===== src/hw/rtl/escaped_hashed_frame_transmitter_macros.svh =====
// ----------------------------------------------------------------------------
// Assertion macros for the framer
// Clocked on i_clk, disabled while i_rst_n is low.
// ----------------------------------------------------------------------------
`ifndef ESCAPED_HASHED_FRAME_TRANSMITTER_MACROS_SVH
`define ESCAPED_HASHED_FRAME_TRANSMITTER_MACROS_SVH

// property holds at every edge
`define EHFT_ASSERT(label, prop, msg) \
    label: assert property (@(posedge i_clk) disable iff (!i_rst_n) (prop)) else $error(msg);

// pre at one edge implies post at the next edge
`define EHFT_ASSERT_NEXT(label, pre, post, msg) \
    label: assert property (@(posedge i_clk) disable iff (!i_rst_n) \
        (pre) |=> (post)) else $error(msg);

`endif


===== src/hw/rtl/ehft_pkg.sv =====
// ----------------------------------------------------------------------------
// ehft_pkg
// Types, codes and constants shared by the framer modules.
// ----------------------------------------------------------------------------
package ehft_pkg;

    localparam int BYTE_W     = 8;
    localparam int MODE_W     = 2;
    localparam int CFG_IDX_W  = 2;
    localparam int QUEUE_DEPTH = 4;

    localparam logic [MODE_W-1:0] MODE_DATA    = 2'd0;
    localparam logic [MODE_W-1:0] MODE_FLAG    = 2'd1;
    localparam logic [MODE_W-1:0] MODE_HASH    = 2'd2;
    localparam logic [MODE_W-1:0] MODE_RESTART = 2'd3;

    localparam logic [CFG_IDX_W-1:0] REG_HASH_START_LOW  = 2'd0;
    localparam logic [CFG_IDX_W-1:0] REG_HASH_START_HIGH = 2'd1;

    localparam logic [BYTE_W-1:0] HASH_START_LOW_RST  = 8'h6B;
    localparam logic [BYTE_W-1:0] HASH_START_HIGH_RST = 8'h39;

    localparam logic [BYTE_W-1:0] ESC_BYTE   = 8'hFF;
    localparam logic [BYTE_W-1:0] RESERVED_A = 8'h03;
    localparam logic [BYTE_W-1:0] RESERVED_B = 8'h1A;
    localparam logic [BYTE_W-1:0] RESERVED_C = 8'h1C;

    // one queued unit of work: one or two unescaped line bytes
    typedef struct packed {
        logic              two_bytes;
        logic [BYTE_W-1:0] byte1;
        logic [BYTE_W-1:0] byte0;
    } t_entry;

    function automatic logic is_reserved(input logic [BYTE_W-1:0] b);
        return b inside {RESERVED_A, RESERVED_B, RESERVED_C, ESC_BYTE};
    endfunction

endpackage


===== src/hw/rtl/escaped_hashed_frame_transmitter.sv =====
// ----------------------------------------------------------------------------
// escaped_hashed_frame_transmitter
// The first line byte of an item passes the entry queue, then the output register.
// One line byte per cycle while the queue holds an entry and m_tready allows;
// an item yields 0 to 4 line bytes, set by its mode and escaped byte count.
// Input accepted every cycle while the entry queue has room.
// Reset (synchronous, active low): hash and start registers to 0x6B/0x39,
// queue and output empty.
// ----------------------------------------------------------------------------
module escaped_hashed_frame_transmitter #(
    parameter int QUEUE_DEPTH = ehft_pkg::QUEUE_DEPTH
) (
    input  logic                            i_clk,
    input  logic                            i_rst_n,
    input  logic                            s_tvalid,
    output logic                            s_tready,
    input  logic [ehft_pkg::BYTE_W-1:0]     s_tdata,    // [7:0] value
    input  logic [ehft_pkg::MODE_W-1:0]     s_tuser,    // [1:0] mode
    output logic                            m_tvalid,
    input  logic                            m_tready,
    output logic [ehft_pkg::BYTE_W-1:0]     m_tdata,    // [7:0] line_byte
    output logic                            m_tlast,    // last_of_item
    input  logic                            i_cfg_valid,
    output logic                            o_cfg_ready,
    input  logic [ehft_pkg::CFG_IDX_W-1:0]  i_cfg_index,
    input  logic [ehft_pkg::BYTE_W-1:0]     i_cfg_data
);

    logic             w_push;
    logic             w_pop;
    logic             w_full;
    logic             w_empty;
    ehft_pkg::t_entry w_entry;
    ehft_pkg::t_entry w_head;

    ehft_front u_front (
        .i_clk       (i_clk),
        .i_rst_n     (i_rst_n),
        .s_tvalid    (s_tvalid),
        .s_tready    (s_tready),
        .s_tdata     (s_tdata),
        .s_tuser     (s_tuser),
        .i_cfg_valid (i_cfg_valid),
        .o_cfg_ready (o_cfg_ready),
        .i_cfg_index (i_cfg_index),
        .i_cfg_data  (i_cfg_data),
        .i_full      (w_full),
        .o_push      (w_push),
        .o_entry     (w_entry)
    );

    ehft_queue #(
        .DEPTH (QUEUE_DEPTH)
    ) u_queue (
        .i_clk   (i_clk),
        .i_rst_n (i_rst_n),
        .i_push  (w_push),
        .i_entry (w_entry),
        .i_pop   (w_pop),
        .o_head  (w_head),
        .o_full  (w_full),
        .o_empty (w_empty)
    );

    ehft_back u_back (
        .i_clk    (i_clk),
        .i_rst_n  (i_rst_n),
        .i_head   (w_head),
        .i_empty  (w_empty),
        .o_pop    (w_pop),
        .m_tvalid (m_tvalid),
        .m_tready (m_tready),
        .m_tdata  (m_tdata),
        .m_tlast  (m_tlast)
    );

endmodule


===== src/hw/rtl/ehft_front.sv =====
// ----------------------------------------------------------------------------
// ehft_front
// Accepts input transactions, keeps the running hash and start registers,
// and pushes one queue entry per item that produces line bytes.
// ----------------------------------------------------------------------------
module ehft_front (
    input  logic                            i_clk,
    input  logic                            i_rst_n,
    input  logic                            s_tvalid,
    output logic                            s_tready,
    input  logic [ehft_pkg::BYTE_W-1:0]     s_tdata,    // [7:0] value
    input  logic [ehft_pkg::MODE_W-1:0]     s_tuser,    // [1:0] mode
    input  logic                            i_cfg_valid,
    output logic                            o_cfg_ready,
    input  logic [ehft_pkg::CFG_IDX_W-1:0]  i_cfg_index,
    input  logic [ehft_pkg::BYTE_W-1:0]     i_cfg_data,
    input  logic                            i_full,
    output logic                            o_push,
    output ehft_pkg::t_entry                o_entry
);

    logic [ehft_pkg::BYTE_W-1:0]   r_start_low, n_start_low;
    logic [ehft_pkg::BYTE_W-1:0]   r_start_high, n_start_high;
    logic [ehft_pkg::BYTE_W-1:0]   r_hash_low, n_hash_low;
    logic [ehft_pkg::BYTE_W-1:0]   r_hash_high, n_hash_high;
    logic [2*ehft_pkg::BYTE_W-1:0] w_prod;
    logic [ehft_pkg::BYTE_W-1:0]   w_l;
    logic [ehft_pkg::BYTE_W-1:0]   w_h;
    logic                          w_acc;
    logic                          w_cfg;

    assign s_tready    = !i_full;
    assign o_cfg_ready = 1'b1;
    assign w_acc       = s_tvalid && s_tready;
    assign w_cfg       = i_cfg_valid && o_cfg_ready;

    assign w_prod = r_hash_low * r_hash_high;
    assign w_l    = w_prod[ehft_pkg::BYTE_W-1:0];
    assign w_h    = w_l ^ r_hash_high;

    always_comb begin
        n_start_low  = r_start_low;
        n_start_high = r_start_high;
        n_hash_low   = r_hash_low;
        n_hash_high  = r_hash_high;
        o_push       = 1'b0;
        o_entry      = '0;
        if (w_cfg) begin
            case (i_cfg_index)
                ehft_pkg::REG_HASH_START_LOW:  n_start_low  = i_cfg_data;
                ehft_pkg::REG_HASH_START_HIGH: n_start_high = i_cfg_data;
                default: ;
            endcase
        end
        case (s_tuser)
            ehft_pkg::MODE_DATA: begin
                o_push            = w_acc;
                o_entry.two_bytes = 1'b0;
                o_entry.byte0     = s_tdata;
                o_entry.byte1     = s_tdata;
                if (w_acc) begin
                    n_hash_low  = w_l ^ s_tdata;
                    n_hash_high = w_h ^ s_tdata;
                end
            end
            ehft_pkg::MODE_FLAG: begin
                o_push            = w_acc;
                o_entry.two_bytes = 1'b1;
                o_entry.byte0     = s_tdata;
                o_entry.byte1     = s_tdata;
            end
            ehft_pkg::MODE_HASH: begin
                o_push            = w_acc;
                o_entry.two_bytes = 1'b1;
                o_entry.byte0     = r_hash_low;
                o_entry.byte1     = r_hash_high;
            end
            default: begin
                if (w_acc) begin
                    n_hash_low  = r_start_low;
                    n_hash_high = r_start_high;
                end
            end
        endcase
    end

    always_ff @(posedge i_clk) begin
        if (!i_rst_n) begin
            r_start_low  <= ehft_pkg::HASH_START_LOW_RST;
            r_start_high <= ehft_pkg::HASH_START_HIGH_RST;
            r_hash_low   <= ehft_pkg::HASH_START_LOW_RST;
            r_hash_high  <= ehft_pkg::HASH_START_HIGH_RST;
        end else begin
            r_start_low  <= n_start_low;
            r_start_high <= n_start_high;
            r_hash_low   <= n_hash_low;
            r_hash_high  <= n_hash_high;
        end
    end

endmodule


===== src/hw/rtl/ehft_queue.sv =====
// ----------------------------------------------------------------------------
// ehft_queue
// Small first-in first-out queue of entries between front and back.
// ----------------------------------------------------------------------------
module ehft_queue #(
    parameter int DEPTH = ehft_pkg::QUEUE_DEPTH
) (
    input  logic             i_clk,
    input  logic             i_rst_n,
    input  logic             i_push,
    input  ehft_pkg::t_entry i_entry,
    input  logic             i_pop,
    output ehft_pkg::t_entry o_head,
    output logic             o_full,
    output logic             o_empty
);

`include "escaped_hashed_frame_transmitter_macros.svh"

    localparam int PTR_W = (DEPTH > 1) ? $clog2(DEPTH) : 1;
    localparam int CNT_W = $clog2(DEPTH + 1);

    ehft_pkg::t_entry   r_mem [DEPTH];
    logic [PTR_W-1:0]   r_wr, n_wr;
    logic [PTR_W-1:0]   r_rd, n_rd;
    logic [CNT_W-1:0]   r_count, n_count;

    assign o_full  = (r_count == CNT_W'(DEPTH));
    assign o_empty = (r_count == '0);
    assign o_head  = r_mem[r_rd];

    always_comb begin
        n_wr    = r_wr;
        n_rd    = r_rd;
        n_count = r_count;
        if (i_push) begin
            n_wr = (r_wr == PTR_W'(DEPTH - 1)) ? '0 : r_wr + 1'b1;
        end
        if (i_pop) begin
            n_rd = (r_rd == PTR_W'(DEPTH - 1)) ? '0 : r_rd + 1'b1;
        end
        if (i_push && !i_pop) begin
            n_count = r_count + 1'b1;
        end else if (!i_push && i_pop) begin
            n_count = r_count - 1'b1;
        end
    end

    always_ff @(posedge i_clk) begin
        if (!i_rst_n) begin
            r_wr    <= '0;
            r_rd    <= '0;
            r_count <= '0;
        end else begin
            r_wr    <= n_wr;
            r_rd    <= n_rd;
            r_count <= n_count;
        end
    end

    always_ff @(posedge i_clk) begin
        if (i_push) begin
            r_mem[r_wr] <= i_entry;
        end
    end

    `EHFT_ASSERT(a_no_push_full, !(i_push && o_full), "push into full queue")
    `EHFT_ASSERT(a_no_pop_empty, !(i_pop && o_empty), "pop from empty queue")
    `EHFT_ASSERT(a_count_range, r_count <= CNT_W'(DEPTH), "queue count overflow")

endmodule


===== src/hw/rtl/ehft_back.sv =====
// ----------------------------------------------------------------------------
// ehft_back
// Walks the head entry byte by byte, escapes reserved bytes and drives the
// registered output stream.
// ----------------------------------------------------------------------------
module ehft_back (
    input  logic                        i_clk,
    input  logic                        i_rst_n,
    input  ehft_pkg::t_entry            i_head,
    input  logic                        i_empty,
    output logic                        o_pop,
    output logic                        m_tvalid,
    input  logic                        m_tready,
    output logic [ehft_pkg::BYTE_W-1:0] m_tdata,    // [7:0] line_byte
    output logic                        m_tlast     // last_of_item
);

`include "escaped_hashed_frame_transmitter_macros.svh"

    logic                        r_out_valid, n_out_valid;
    logic [ehft_pkg::BYTE_W-1:0] r_out_byte, n_out_byte;
    logic                        r_out_last, n_out_last;
    logic                        r_idx, n_idx;
    logic                        r_esc, n_esc;
    logic [ehft_pkg::BYTE_W-1:0] w_cur;
    logic                        w_rsv;
    logic                        w_done;
    logic                        w_fin;
    logic                        w_step;

    assign w_cur  = r_idx ? i_head.byte1 : i_head.byte0;
    assign w_rsv  = ehft_pkg::is_reserved(w_cur);
    assign w_done = r_esc || !w_rsv;
    assign w_fin  = w_done && (r_idx || !i_head.two_bytes);
    assign w_step = (!r_out_valid || m_tready) && !i_empty;
    assign o_pop  = w_step && w_fin;

    always_comb begin
        n_out_valid = r_out_valid;
        n_out_byte  = r_out_byte;
        n_out_last  = r_out_last;
        n_idx       = r_idx;
        n_esc       = r_esc;
        if (w_step) begin
            n_out_valid = 1'b1;
            n_out_last  = w_fin;
            if (r_esc) begin
                n_out_byte = w_cur ^ ehft_pkg::ESC_BYTE;
            end else if (w_rsv) begin
                n_out_byte = ehft_pkg::ESC_BYTE;
            end else begin
                n_out_byte = w_cur;
            end
            n_esc = !w_done;
            if (w_done) begin
                n_idx = !w_fin;
            end
        end else if (m_tready) begin
            n_out_valid = 1'b0;
        end
    end

    always_ff @(posedge i_clk) begin
        if (!i_rst_n) begin
            r_out_valid <= 1'b0;
            r_idx       <= 1'b0;
            r_esc       <= 1'b0;
        end else begin
            r_out_valid <= n_out_valid;
            r_idx       <= n_idx;
            r_esc       <= n_esc;
        end
    end

    always_ff @(posedge i_clk) begin
        r_out_byte <= n_out_byte;
        r_out_last <= n_out_last;
    end

    assign m_tvalid = r_out_valid;
    assign m_tdata  = r_out_byte;
    assign m_tlast  = r_out_last;

    `EHFT_ASSERT(a_esc_has_head, !r_esc || !i_empty, "escape pending without entry")
    `EHFT_ASSERT(a_idx_two_bytes, !r_idx || (!i_empty && i_head.two_bytes),
        "second byte of single-byte entry")
    `EHFT_ASSERT_NEXT(a_pop_clears, o_pop, !r_idx && !r_esc, "walk state kept after pop")

endmodule


===== config.mk =====
export PLATFORM = sky130hd
export DESIGN_NAME = escaped_hashed_frame_transmitter
export DESIGN_NICKNAME = d
export VERILOG_FILES = /design/src/hw/rtl/ehft_pkg.sv /design/src/hw/rtl/escaped_hashed_frame_transmitter.sv /design/src/hw/rtl/ehft_front.sv /design/src/hw/rtl/ehft_queue.sv /design/src/hw/rtl/ehft_back.sv
export VERILOG_INCLUDE_DIRS = /design/src /design/src/hw/rtl
export SDC_FILE = /design/constraint.sdc
export NUM_CORES = 1
export LEC_CHECK = 0
export BUFFER_PORTS_ARGS = -buffer_cell sky130_fd_sc_hd__buf_2
export CORE_ASPECT_RATIO = 2
export CORE_MARGIN = 2
export CORE_UTILIZATION = 45
export CTS_CLUSTER_DIAMETER = 80
export CTS_CLUSTER_SIZE = 14
export DETAILED_ROUTE_END_ITERATION = 7
export PLACE_DENSITY_LB_ADDON = 0.12
export SYNTH_ARGS = -nofsm -noshare
export SYNTH_HDL_FRONTEND = slang
export SYNTH_SLANG_ARGS = --single-unit

===== constraint.sdc =====
create_clock -name i_clk -period 4.73 [get_ports i_clk]
set_clock_uncertainty 0.1 [all_clocks]
set_input_delay 0.7095 -clock i_clk [delete_from_list [all_inputs] [get_ports i_clk]]
set_output_delay 0.7095 -clock i_clk [all_outputs]
set_load 0.03 [all_outputs]

Word level (Yosys, flattened, before mapping)
Memory sizes are Yosys's and may differ from the RTL's. A register that Yosys moved wholly into a read port is not among the register bits.
Index checks and enable logic that the tools add are counted.
{"block": "word_totals", "register_bits": 51, "ram_bits": 68, "in_bits": 25, "output_inout_bits": 12, "word_cells": 84, "mem_count": 1}
{"memory": "u_queue.r_mem", "words": 4, "width": 17, "rd": 1, "rd_clocked_by_memory_dff": 1, "wr": 1, "line_no": "ehft_queue.sv:23", "rtl": "ehft_pkg::t_entry r_mem [DEPTH];"}
{"block": "op_classes", "add_sub_neg": 4, "mul": 1, "eq_ne": 10, "muxes": 21, "n_bitwise": 5, "n_reduce_logical": 30}
{"operator": "8-bit two-way mux", "count": 7}
{"operator": "17-bit one-hot mux with 3 select lines", "count": 1}
{"operator": "8-bit one-hot mux with 2 select lines", "count": 2}
{"operator": "8-bit XOR", "count": 3}
{"operator": "8-bit by 5-bit equality test with 1-bit output (second input constant)", "count": 2}
{"operator": "1-bit zero test", "count": 9}
{"operator": "8-bit by 2-bit equality test with 1-bit output (second input constant)", "count": 1}
{"operator": "8-bit equality test (second input constant)", "count": 1}
{"operator": "8-bit by 8-bit multiplier with 8-bit output", "count": 1}
{"operator": "2-bit two-way mux", "count": 4}
{"operator": "8-bit NOT", "count": 1}
{"operator": "2-bit AND reduction", "count": 4}
{"operator": "2-bit equality test (second input constant)", "count": 3}
{"operator": "1-bit logical AND", "count": 6}
{"operator": "3-bit two-way mux", "count": 2}
{"operator": "1-bit two-way mux", "count": 5}
{"operator": "2-bit by 1-bit adder with 2-bit output (second input constant)", "count": 2}
{"operator": "2-bit by 1-bit equality test with 1-bit output (second input constant)", "count": 2}
{"operator": "2-bit zero test", "count": 2}
{"operator": "2-bit nonzero test", "count": 2}
{"operator": "4-bit nonzero test", "count": 1}
{"operator": "3-bit by 1-bit adder with 3-bit output (second input constant)", "count": 1}
{"operator": "3-bit equality test (second input constant)", "count": 1}
{"operator": "3-bit zero test", "count": 1}
{"operator": "other kinds (5)", "count": 7}

Longest topological paths before layout
Gate-level depths: netlist of the first run.
{"block": "logic_depth", "ltp_word": 10, "depth_mapped": 17, "ltp_nobuf": 16}

By module
From an unflattened synthesis of the first run, not the netlist that was laid out.
{"block": "unflattened", "cells_unflattened": 568, "hier_area_um2": 6452.4}
{"mod": "ehft_queue", "instances": 1, "cells_per_inst": 133, "area_each_um2": 2950.3, "seq_area_each_um2": 2222.1}
{"mod": "ehft_front", "instances": 1, "cells_per_inst": 346, "area_each_um2": 2670.1, "seq_area_each_um2": 640.6}
{"mod": "ehft_back", "instances": 1, "cells_per_inst": 89, "area_each_um2": 832.0, "seq_area_each_um2": 330.3}

Least setup slack after synthesis of the first run
OpenSTA, ideal clock, no wires.
{"block": "synth_path", "kind": "register -> register", "from": "reg u_front.r_hash_low[1] (netlist bit)", "to": "reg u_front.r_hash_low[7] (netlist bit)", "setup_ns": 0.076, "arrival_time_ns": 4.176, "required_ns": 4.554, "path_slack_ns": 0.378, "path_stages_with_launch": 17, "path_buffers": 1, "synth_period_minus_slack_ns": 4.352, "path_cell_list": "dfxtp_1 clkbuf_1 nand2_1 fa_1 fa_1 inv_1 fa_1 inv_1 fa_1 inv_1 ha_1 a21oi_1 xnor3_1 xnor3_1 and2_1 or3_1 a21boi_0"}
{"block": "synth_via", "elab_chain_len": 4}
{"item": "start: declaration", "line_no": "ehft_front.sv:24", "rtl": "logic [ehft_pkg::BYTE_W-1:0] r_hash_low, n_hash_low;"}
{"item": "start signal: assignment", "line_no": "ehft_front.sv:91", "rtl": "r_hash_low <= ehft_pkg::HASH_START_LOW_RST;"}
{"item": "start signal: assignment", "line_no": "ehft_front.sv:96", "rtl": "r_hash_low <= n_hash_low;"}
{"item": "8-bit by 8-bit multiplier with 8-bit output", "line_no": "ehft_front.sv:37", "rtl": "assign w_prod = r_hash_low * r_hash_high;"}
{"item": "8-bit XOR", "line_no": "ehft_front.sv:62", "rtl": "n_hash_low = w_l ^ s_tdata;"}
{"item": "8-bit two-way mux", "line_no": "ehft_front.sv:61", "rtl": "if (w_acc) begin"}
{"item": "8-bit one-hot mux with 2 select lines", "line_no": "ehft_front.sv:55", "rtl": "case (s_tuser)"}
Every way passes these cells. The select of a mux whose other input is x is not followed.
A chain may end at the register's enable or synchronous reset.

Worst setup path in the final report of the first run
{"block": "layout_path", "from": "reg u_front.r_hash_high[4] (netlist bit)", "to": "reg u_front.r_hash_low[7] (netlist bit)"}
{"block": "layout_via", "elab_chain_len": 4}
{"item": "start: declaration", "line_no": "ehft_front.sv:25", "rtl": "logic [ehft_pkg::BYTE_W-1:0] r_hash_high, n_hash_high;"}
{"item": "start signal: assignment", "line_no": "ehft_front.sv:92", "rtl": "r_hash_high <= ehft_pkg::HASH_START_HIGH_RST;"}
{"item": "start signal: assignment", "line_no": "ehft_front.sv:97", "rtl": "r_hash_high <= n_hash_high;"}
{"item": "8-bit by 8-bit multiplier with 8-bit output", "line_no": "ehft_front.sv:37"}
{"item": "8-bit XOR", "line_no": "ehft_front.sv:62"}
{"item": "8-bit two-way mux", "line_no": "ehft_front.sv:61"}
{"item": "8-bit one-hot mux with 2 select lines", "line_no": "ehft_front.sv:55"}
Every way passes these cells. The select of a mux whose other input is x is not followed.

==> flow_metrics.tcl, run 1 <==
set metrics [dict create \
    synth.net_count 614 \
    floorplan.rows 61 \
    criticalPathCategory "register to register" \
    tritoncts "built" \
    post_synthesis_cell_type_count 49 \
    drtIter0Drc 166 \
    whs_path_depth 2 \
    critical_path.startpoint "u_front.r_hash_high[4]" \
    die_x_um 88.1 \
    synth_flop_cell "sky130_fd_sc_hd__edfxtp_1" \
    buffer_ports.inserted 35 \
    report.final.hold_viol_count 0 \
    hpwlAfterDp_um 10500 \
    setup_repair_after_global_routing_missed_its_margin "no" \
    avgSynthCellArea_um2 11.6 \
    finalPower_mw 4.14 \
    path_clk_slew_ns 0.06 \
    ioPinCount 37 \
    post_synth_instance_area_um2 6370 \
    synthesized_instance_count 550 \
    worstPathArrival_ns 4.72 \
    synth_enable_flop_cells 77 \
    fin_tns_setup_ns 0 \
    grt_antenna_before_repair 0 \
    worstHoldPathType "register to register" \
    drive_above_1_share_pct 16.1 \
    start_util_pct 45.9 \
    post-synth-top-count-cell "sky130_fd_sc_hd__nand2_1" \
    wl_per_cell_um 17.4 \
    cts_sinks 121 \
    critPathLaunchType "register" \
    dieHeight_um 172 \
    worst-endpoint-required_ns 4.97 \
    post-synth-top-area-cell "sky130_fd_sc_hd__edfxtp_1" \
    worst_slew_pin_slew_ns 0.927 \
    htreeDepth 4 \
    grt_first_pass_wirelength_um 22200 \
    routed-via-count 4101 \
    synthToLayoutAreaGrowth_pct 14.4 \
    power-per-cell-area_nw_per_um2 567 \
    ctsHoldBuffers 0 \
    rel_slew_slack_pct 38.2 \
    ys_seq_elements 121 \
    synth.yosys.warnings 0 \
    timing.final.max_slew_violations 0 \
    detailedRoute.firstPassIterationCount 7 \
    synth.top_cell.area_share_pct 36.3 \
    post_drt_via_cell_ratio 5.22 \
    cts_buffer_depth 2 \
    reg2reg_from "u_front.r_hash_high[4]" \
    synthArstFlopShare_pct 0 \
    total_leakage_power_nw 2.94 \
    vdd_drop_max_mv 0.334 \
    grt_util_all_layers_pct 20.1 \
    setup.worst_path.end_class "register" \
    setup_slack_ns 0.249 \
    outcome "finished clean" \
    timing.final.crit_share_pct 94.7 \
    drc 0 \
    yosysSeqAreaShare_pct 50.1 \
    finalNetCount 648 \
    ant_nets 0 \
    timing.reg2reg.worst_path_depth 15 \
    totalWireLength_um 13700 \
    clock_insertion_delay_worst_skew_ns 0.41 \
    clk_root_buffer_cell "sky130_fd_sc_hd__clkbuf_16" \
    cap_viol_max_count 0 \
    hold_start "u_front.r_start_low[7]" \
    min_period_ns 4.48 \
    fp.dieArea_um2 15200 \
    place.gp.congestion 0.875 \
    worst_setup_slack_after_placement_ns 0.188 \
    synthTopCellsByArea "sky130_fd_sc_hd__edfxtp_1 36%, sky130_fd_sc_hd__dfxtp_1 14%, sky130_fd_sc_hd__mux4_1 6.6%" \
    antenna_cells 0 \
    via_count_of_the_first_global_routing_pass 4360 \
    grt_overflow_total 0 \
    grt_max_degree 45 \
    max_freq_mhz 223 \
    cts_buffers 17 \
    core_um2 13900 \
    final_count_of_negative_setup_slack_endpoints 0 \
    critical_path_peak_fanout 8 \
    fill_cells 1255 \
    synthTopCellsByCount "99 x sky130_fd_sc_hd__nand2_1, 77 x sky130_fd_sc_hd__edfxtp_1, 44 x sky130_fd_sc_hd__dfxtp_1" \
]
## power by group
group	switching [mW]	total, mW	internal, mW
registers	0.0845	1.39	1.31
logic	0.830	1.52	0.685
clock network	0.496	1.23	0.733
total	1.41	4.14	2.73
## cell type report
type	count	area [µm²]	area share [%]
Timing Repair Buffer	47	265	3.64
Tap cell	189	236	3.24
Clock inverter	15	144	1.97
Clock buffer	17	425	5.84
Sequential cell	121	3200	43.9
Multi-Input combinational cell	366	2910	39.9
Inverter	31	116	1.60
## layer usage
metal,track usage [%],routed length [µm]
met2,38.3,8030
met3,4.20,339
met5,0,0
met1,18.8,4610
met4,11.8,706
## cell families after synthesis
kind of cell,after synthesis,synth area share (%)
buffers and inverters,63,4.30
XOR/XNOR,32,4.95
AO/OA/AOI/OAI,74,7.28
multiplexers,39,10.7
adder cells (fa/ha/maj),39,9.19
other,1,0.0588
AND/OR/NAND/NOR,181,13.4
flip-flops,121,50.1
## stage by stage
| step | hold slack, ns | util (%) | area [µm²] | cells |
|---|---|---|---|---|
| after floorplan | 0.335 | - | 6370 | 550 |
| after global placement | 0.350 | 48.4 | 6720 | 754 |
| after detailed placement | 0.352 | 48.4 | 6720 | 754 |
| after CTS | 0.368 | 52.4 | 7290 | 786 |
| after global routing | 0.383 | 52.5 | 7290 | 786 |
| final | 0.367 | 52.5 | 7290 | 786 |
## registers in the layout (all words and copies together) (netlist names), named ones only
register              cells
u_back.r_idx              1
u_back.r_esc              1
u_front.r_hash_low        8
u_queue.r_count           3
u_back.m_tvalid           1
u_front.r_start_low       8
u_back.m_tlast            1
u_queue.r_rd              2
u_queue.r_wr              2
u_front.r_hash_high       8
u_back.m_tdata            8
u_queue.r_mem            68
u_front.r_start_high      8
## critical path, cell delays in order (launching register included)
cell	delay (ns)
sky130_fd_sc_hd__dfxtp_1	0.44
sky130_fd_sc_hd__nand2_1	0.11
sky130_fd_sc_hd__fa_1	0.47
sky130_fd_sc_hd__fa_1	0.54
sky130_fd_sc_hd__inv_1	0.05
sky130_fd_sc_hd__fa_1	0.47
sky130_fd_sc_hd__inv_1	0.05
sky130_fd_sc_hd__fa_1	0.52
sky130_fd_sc_hd__inv_1	0.04
sky130_fd_sc_hd__ha_1	0.31
sky130_fd_sc_hd__a21oi_1	0.19
sky130_fd_sc_hd__xnor3_1	0.25
sky130_fd_sc_hd__xnor3_1	0.20
sky130_fd_sc_hd__and2_1	0.18
sky130_fd_sc_hd__or3_1	0.34
sky130_fd_sc_hd__a21boi_0	0.16
## worst paths after layout
check / end / slack [ns]
setup / recovery: u_front.r_hash_low[7] / 0.25
hold / removal: u_front.r_start_low[7] / 0.37
setup reg to reg: u_front.r_hash_low[7] / 0.25
hold reg to reg: u_front.r_start_low[7] / 0.37
## placed cells by master (no fill, tap or decap), drive strengths merged, types with 3 or more instances in the layout
master and n:
nand2 99, edfxtp 77, buf 47, dfxtp 44, inv 36, a21oi 31
ha 26, and2 23, mux2i 18, clkbuf 17, mux4 17, xnor2 16
o21ai 16, xor2 14, fa 13, nor2 12, nand3 12, nor2b 11
a21boi 10, clkinv 7, nor3b 5, nand2b 4, mux2 4, or3 4
o22ai 3, or3b 3
## timing repair
| item | CTS | global route |
|---|---|---|
| resized for setup | 0 | 3 |
| buffers inserted | 0 | 0 |
| setup endpoints to repair | 0 | 1 |
| hold endpoints to repair | 0 | 0 |
Note: power is estimated with default switching activity, not from simulation.
==> run 2, diff against run 1 <==
CELL_PAD_IN_SITES_DETAIL_PLACEMENT = 1   (was default)
CELL_PAD_IN_SITES_GLOBAL_PLACEMENT = 2   (was default)
CORE_UTILIZATION = 42   (was 45)
MAX_ROUTING_LAYER = met4   (was default)
==> flow_metrics.tcl, run 2 (synthesis results as in run 1) <==
set metrics [dict create \
    drc 0 \
    synthToLayoutAreaGrowth_pct 15.4 \
    fp.dieArea_um2 16200 \
    finalNetCount 648 \
    final_count_of_negative_setup_slack_endpoints 0 \
    critical_path_peak_fanout 8 \
    post_cts_resize_count 0 \
    grt_util_all_layers_pct 21.2 \
    grt_antenna_before_repair 0 \
    hold_slack_ns 0.363 \
    timing.reg2reg.worst_path_depth 16 \
    dpl.cell_count 760 \
    final-instance-count-excl-fill 791 \
    max_freq_mhz 220 \
    worstHoldPathType "register to register" \
    crit_slowest_cell "sky130_fd_sc_hd__fa_1" \
    path_clk_slew_ns 0.06 \
    critPathLaunchType "register" \
    wl_per_cell_um 19.4 \
    worst_setup_slack_after_placement_ns 0.122 \
    cap_viol_max_count 0 \
    antenna_cells 0 \
    worstPathArrival_ns 4.78 \
    whs_path_depth 2 \
    criticalPathCategory "register to register" \
    cts_sinks 121 \
    cts_buffer_depth 2 \
    hpwlAfterDp_um 11600 \
    min_period_ns 4.54 \
    postCtsSetupRepairBufs 0 \
    grt_first_pass_wirelength_um 24800 \
    via_count_of_the_first_global_routing_pass 4792 \
    worst_slew_pin_slew_ns 0.981 \
    largest_register_ffs 68 \
    rel_slew_slack_pct 34.6 \
    report.final.hold_viol_count 0 \
    cpMostUsedCell "sky130_fd_sc_hd__fa_1" \
    tritoncts "built" \
    totalWireLength_um 15400 \
    dieHeight_um 178 \
    grt_max_degree 45 \
    reg2reg_setup_slack_ns 0.19 \
    htreeDepth 4 \
    reg2reg_to "u_front.r_hash_low[7]" \
    power-per-cell-area_nw_per_um2 585 \
    floorplan.rows 63 \
    setup.worst_path.end_class "register" \
    timing.final.crit_share_pct 96.0 \
    vdd_drop_max_mv 0.261 \
    worst_hold_path.endpoint "u_front.r_start_low[1]" \
    ctsHoldBuffers 0 \
    total_leakage_power_nw 2.95 \
    post_drt_via_cell_ratio 5.35 \
    cts_buffers 17 \
    clk_root_buffer_cell "sky130_fd_sc_hd__clkbuf_16" \
    layout.cells.most_common_list "99 x sky130_fd_sc_hd__nand2_1, 77 x sky130_fd_sc_hd__edfxtp_1, 41 x sky130_fd_sc_hd__dfxtp_1" \
    ant_nets 0 \
    setup_repair_after_global_routing_missed_its_margin "no" \
    hold_start "u_front.r_start_low[1]" \
    drtIter0Drc 95 \
    start_util_pct 43.0 \
    detailedRoute.firstPassIterationCount 4 \
    worst-endpoint-required_ns 4.97 \
    ioPinCount 37 \
    path_cells "buf_4 > and2_1 > ha_1 > fa_1 > ha_1 > inv_1 > fa_1 > inv_1 > fa_1 > a21o_1 > a21oi_1 > xnor3_1 > xnor3_1 > and2_1 > or3_1 > a21boi_0" \
    routed-via-count 4229 \
    clock_insertion_delay_worst_skew_ns 0.42 \
    die_x_um 91.1 \
    finalPower_mw 4.30 \
    slowest_delay_ns 0.53 \
    drive_above_1_share_pct 15.9 \
    buffer_ports.inserted 35 \
    timing.final.max_slew_violations 0 \
    fin_tns_setup_ns 0 \
    setup_slack_ns 0.191 \
    reg2reg_from "u_front.r_hash_low[1]" \
    place.gp.congestion 0.880 \
    largest_register_by_flop_count "u_queue.r_mem" \
    mostFrequentLayoutCell "sky130_fd_sc_hd__nand2_1" \
    core_um2 14800 \
    grt_overflow_total 0 \
    outcome "finished clean" \
]
run 2: cell count changes in the layout (fill, tap and decap cells not counted):
cell,change
sky130_fd_sc_hd__bufinv_16,+3
sky130_fd_sc_hd__clkinvlp_4,+3
sky130_fd_sc_hd__clkinv_2,-2
sky130_fd_sc_hd__clkinv_4,-2
sky130_fd_sc_hd__inv_8,-2
sky130_fd_sc_hd__inv_6,-1
run 2: layer usage:
metal	GRT usage (%)	vias to the layer above	wire length, µm
met5	-	-	0
met4	8.02	0	393
li1	-	1992	-
met1	18.1	2145	5180
met3	4.39	21	322
met2	43.4	71	9480
run 2: where the power goes:
group          leakage [nW]  switching [mW]  internal [mW]
clock network         0.288           0.489          0.881
logic                  1.58           0.858          0.676
registers              1.08          0.0914           1.31
total                  2.95            1.44           2.87
run 2: stage by stage:
step / instance area, µm² / utilization, %
global route: 7350 / 49.6
CTS: 7350 / 49.6
global placement: 6720 / 45.4
detailed placement: 6720 / 45.4
floorplan: 6370 / -
finish: 7350 / 49.6
run 2: area by class of cell:
class	count	area, µm²
Clock buffer	17	425
Clock inverter	14	198
Fill cell	1633	7470
Inverter	31	116
Multi-Input combinational cell	366	2910
Sequential cell	121	3200
Tap cell	195	244
Timing Repair Buffer	47	265
run 2: worst max path at each step:
| stage | start | to | slack (ns) | cells after the start |
|---|---|---|---|---|
| floorplan | u_front.r_hash_low[1] | u_front.r_hash_low[7] | 0.38 | 16 |
| global placement | u_front.r_hash_high[4] | u_front.r_hash_low[7] | 0.26 | 15 |
| detailed placement | u_front.r_hash_high[4] | u_front.r_hash_low[7] | 0.12 | 15 |
| CTS | u_front.r_hash_high[4] | u_front.r_hash_low[7] | 0.11 | 15 |
| global route | u_front.r_hash_low[3] | u_front.r_hash_low[7] | 0.03 | 15 |
| finish | u_front.r_hash_low[1] | u_front.r_hash_low[7] | 0.19 | 16 |
run 2: worst max-delay path: cells and delay by family, from the launching register on:
kind | cells | cell delay [ns]
adder cells (fa/ha/maj) | 5 | 2.03
AND/OR/NAND/NOR | 3 | 0.66
AO/OA/AOI/OAI | 3 | 0.61
XOR/XNOR | 2 | 0.45
flip-flops | 1 | 0.31
buffers and inverters | 3 | 0.30
